$ cat src/rtl/tlac_pkg.sv
// Package for the transpose list access cost block.
// Holds field widths, payload structs and the sequencer state type.
// No dependencies.
package tlac_pkg;

	localparam int ENTRIES_DEF = 1024;
	localparam int POS_W = 10;
	localparam int COST_W = 11;
	localparam int SUM_W = 48;
	localparam int PS_W = 11;
	// Place table word: a written flag above the position.
	localparam int PLACE_W = POS_W + 1;

	typedef logic [PS_W-1:0] page_size_t;

	typedef enum logic {
		CMD_LOAD = 1'b0,
		CMD_ACCESS = 1'b1
	} cmd_t;

	typedef struct packed {
		logic command;
		logic [POS_W-1:0] item_id;
		logic [POS_W-1:0] load_position;
	} in_item_t;

	typedef struct packed {
		logic [COST_W-1:0] access_cost;
		logic [SUM_W-1:0] total_cost;
		logic [POS_W-1:0] old_position;
		logic moved;
	} out_item_t;

	typedef enum logic [3:0] {
		ST_CLEAR,
		ST_IDLE,
		ST_PRD,
		ST_PDATA,
		ST_ADDR,
		ST_ORD_PREV,
		ST_ORD_HERE,
		ST_OGOT,
		ST_OWR,
		ST_PSWAP,
		ST_PWR,
		ST_DIV,
		ST_FIN
	} state_t;

endpackage

$ cat src/rtl/tlac_div.sv
// Restoring divider, one quotient bit per cycle, for position / page size.
// Depends on tlac_pkg for widths.
module tlac_div (
	input logic clk,
	input logic arst_n,
	input logic start,
	input logic [tlac_pkg::POS_W-1:0] dividend,
	input logic [tlac_pkg::PS_W-1:0] divisor,
	output logic busy,
	output logic [tlac_pkg::POS_W-1:0] quotient
);
	localparam int CNT_W = $clog2(tlac_pkg::POS_W);

	logic busy_q;
	logic [CNT_W-1:0] cnt_q;
	logic [tlac_pkg::PS_W-1:0] rem_q;
	logic [tlac_pkg::PS_W-1:0] div_q;
	logic [tlac_pkg::POS_W-1:0] quo_q;
	logic [tlac_pkg::PS_W:0] trial;
	logic take;

	assign trial = {rem_q, quo_q[tlac_pkg::POS_W-1]};
	assign take = trial >= {1'b0, div_q};

	always_ff @(posedge clk or negedge arst_n) begin
		if (!arst_n) begin
			busy_q <= 1'b0;
			cnt_q <= '0;
		end else if (start) begin
			busy_q <= 1'b1;
			cnt_q <= CNT_W'(tlac_pkg::POS_W - 1);
		end else if (busy_q) begin
			cnt_q <= cnt_q - 1'b1;
			if (cnt_q == '0) begin
				busy_q <= 1'b0;
			end
		end
	end

	// The dividend shifts out of quo_q from the top while quotient bits enter below.
	always_ff @(posedge clk) begin
		if (start) begin
			rem_q <= '0;
			quo_q <= dividend;
			div_q <= divisor;
		end else if (busy_q) begin
			rem_q <= take ? tlac_pkg::PS_W'(trial - {1'b0, div_q})
				: tlac_pkg::PS_W'(trial);
			quo_q <= {quo_q[tlac_pkg::POS_W-2:0], take};
		end
	end

	assign busy = busy_q;
	assign quotient = quo_q;
endmodule

$ cat config.mk
export PLATFORM = sky130hd
export DESIGN_NAME = tlac_div
export DESIGN_NICKNAME = d
export VERILOG_FILES = /design/src/rtl/tlac_pkg.sv /design/src/rtl/tlac_div.sv
export SDC_FILE = /design/constraint.sdc
export NUM_CORES = 1
export LEC_CHECK = 0
export BUFFER_PORTS_ARGS = -buffer_cell sky130_fd_sc_hd__buf_2
export CELL_PAD_IN_SITES_DETAIL_PLACEMENT = 1
export CELL_PAD_IN_SITES_GLOBAL_PLACEMENT = 1
export CORE_MARGIN = 2
export CORE_UTILIZATION = 40
export DETAILED_ROUTE_END_ITERATION = 6
export PLACE_DENSITY = 0.85
export SLEW_MARGIN = 20
export SYNTH_ARGS = -nofsm -noshare
export SYNTH_HDL_FRONTEND = slang
export SYNTH_SLANG_ARGS = --single-unit
$ cat constraint.sdc
create_clock -name clk -period 2.5 [get_ports clk]
set_clock_uncertainty 0.15 [all_clocks]
set_input_delay 0.25 -clock clk [delete_from_list [all_inputs] [get_ports clk]]
set_output_delay 0.25 -clock clk [all_outputs]
set_load 0.005 [all_outputs]
==> out/qor.txt <==
Crit path kind - reg -> reg
Mapped cell area - 0.002132 mm²
Mapped Cells - 193
Port bufs - 34
Synth Area per Inst - 11.05 µm²
Synth top area cells - edfxtp_1 (30%), dfxtp_1 (10%), ha_1 (7.6%)
CTS tree - yes
Status - complete, but fails checks
Final number of setup-violating endpoints - 1
Total Nets Final - 303
Clk root buf - clkbuf_8
Syn_nets - 231
H-tree levels - 2
Max VDD drop - 0.6150 mV
Clock transition at path regs - 0.08 ns
Cell variety after synth - 47
First-pass GRT wire length - 9052 µm
Period utilization - 1.015
Area post-placement - 0.002476 mm²
Later-pin clock latency in the skew report - 0.30 ns
Via count - 1,759
Post-DP HPWL - 3631 µm
Lkg Pwr - 1.249 nW
Ant diodes - 0
MaxCap Viol Count - 0
Synth warn - 0
CP startpoint kind - flip-flop
Leading area contributor after synthesis - edfxtp_1
Cell with the most instances after synthesis - edfxtp_1
Worst r2r src - quotient[9]$_DFFE_PP_
Global placement routability congestion - 0.8300
Number of CTS-inserted buffers - 5
Critical Path RT - 2.55 ns
Rel. slew slack - 0.5297
Ys flop type - edfxtp_1
Crit Path Max Fanout - 4
Drt pass-1 iters - 4
WHS - 0.09814 ns
Final worst-path setup slack - -0.03764 ns
Post-synthesis sequential area ratio - 0.4577
Hold WC Path Type - in -> reg
Worst Min Path Start - dividend[3]
Fill cell count - 590
Slew Limit Fails - 0
Vias per cell - 5.235
P&R area growth vs syn - 33.33%
RSZ-0062 raised after global routing - yes
Fmax - 394.1 MHz
Layout cell share with drive strength beyond 1 - 0.3684
Initial antenna violation count - 0
DRC viols - 0
Crit path DAT - 2.58 ns
Global route overflow - 0
Async S/R FF share, synth - 0.1351
# rows - 26
Total Wirelength - 5940 µm
Top post-synthesis cells by count - edfxtp_1 (21), nor2_1 (19), inv_1 (15)
Vias in the first global route - 1,864
Power density over the cells - 1096 mW/mm²
Pre-CTS WS - -0.1422 ns
Final hold violations - 0
Synth top area share - 0.2958
Die footprint - 0.005930 mm²
ANT nets after route - 0
CP endpoint kind - flip-flop
Clock Sinks - 37
Post-layout min period - 2.538 ns
Pin count of the biggest net entering global routing - 34
CP Launch Point - quotient[9]$_DFFE_PP_
Routed WL per cell - 17.68 µm
Initial core utilization - 0.4148
Total GRT Usage - 0.1965
Synthesized flop and latch total - 37
Worst Tran Pin Value - 0.7054 ns
Clock Tree Buf Depth - 2
Failing checks - setup timing
Ports - 35
Cell area after layout - 0.002843 mm²
Reg2Reg Setup Slack - -0.04 ns
DR iter-0 viols - 98
Core Area - 0.005140 mm²
Die width - 77.01 µm
Post-synth EDFFs - 21
Die Y - 77.01 µm
## critical path, cell delays in order (launching register included)
cell and delay, ns:
edfxtp_1 0.42, inv_2 0.10, ha_4 0.14, fa_2 0.23, nor2b_2 0.06, o31a_1 0.27
o21ai_2 0.24, o21ai_4 0.09, buf_6 0.15, buf_4 0.13, and2_1 0.17, a211oi_1 0.28
## stage by stage
step	utilization	std cells	setup TNS (ns)	total power, W
finish	0.5531	336	-0.03764	0.003116
global route	0.5531	336	-0.5713	0.003292
CTS	0.5341	332	0	0.002875
detailed placement	0.4817	307	-0.6762	0.002308
global placement	0.4817	307	-0.01185	0.002236
floorplan	-	193	0	0.001882
## state kept, by name, summed over array words and instances (netlist names)
register,count
quotient,10
div_q,11
cnt_q,4
rem_q,11
busy,1
## report_power, final
group | switching, W | internal (W) | leakage [nW]
clock network | 0.000230 | 0.000224 | 0.0445
registers | 0.000124 | 0.000799 | 0.361
logic | 0.000836 | 0.000903 | 0.843
total | 0.00119 | 0.00193 | 1.25
## layout by cell type, fill, tap and decap left out, types with 7 or more instances in the layout
cell           synthesis  final
ha_1                  13     12
dfxtp_1               11     10
nand2_1                9      9
dlygate4sd3_1          0     12
inv_1                 15     14
mux2_2                10     10
o21ai_0                7      7
xnor2_1                7      7
nor2_1                19     19
buf_4                  0     24
buf_2                  0     34
edfxtp_1              21     21
## kinds of logic after synthesis
family | count (synthesis) | synth area share
adders and majority gates | 14 | 0.08568
xor gates and xnor gates | 8 | 0.03287
DFF | 37 | 0.4577
and+or+nand+nor | 54 | 0.1420
muxes | 17 | 0.08803
AOI/OAI and AO/OA | 40 | 0.1444
buffers and inverters | 23 | 0.04929
## routing by layer
layer  up-vias  GRT usage  share of wire
met5         -          0              0
met4         0    0.09464          0.023
met3         9    0.04118          0.033
met2        33     0.3404           0.51
met1       871     0.2315           0.44
li1        846          -              -
## repair_timing
| action | in CTS | in global routing |
|---|---|---|
| gates resized for setup | 5 | 13 |
| hold buffers | 12 | 0 |
| pin swaps | 7 | 11 |
| buffers inserted | 5 | 4 |
| hold endpoints to repair | 16 | 0 |
| setup endpoints to repair | 9 | 10 |
## cell type report
cell class,count,area (µm²),area share
repair buffers,73,504.2,0.1774
multi-input cells,133,1124,0.3952
well taps,70,87.58,0.03081
clock inverters,1,7.507,0.002641
flip-flops and latches,37,977.2,0.3437
clock buffers,7,86.33,0.03037
inverters,15,56.30,0.01981
## final timing paths
| check | end | depth (start not counted) |
|---|---|---|
| worst min-delay path | quotient[3]$_DFFE_PP_ | 2 |
| worst max-delay path | rem_q[6]$_SDFFE_PP0P_ | 11 |
| max in group asynchronous | cnt_q[2]$_DFFE_PN0P_ | 2 |
| worst min register to register | rem_q[4]$_SDFFE_PP0P_ | 2 |
| worst max register to register | rem_q[6]$_SDFFE_PP0P_ | 11 |
| min in group asynchronous | cnt_q[3]$_DFFE_PN0P_ | 2 |
Power figures use the tool's default switching activity.
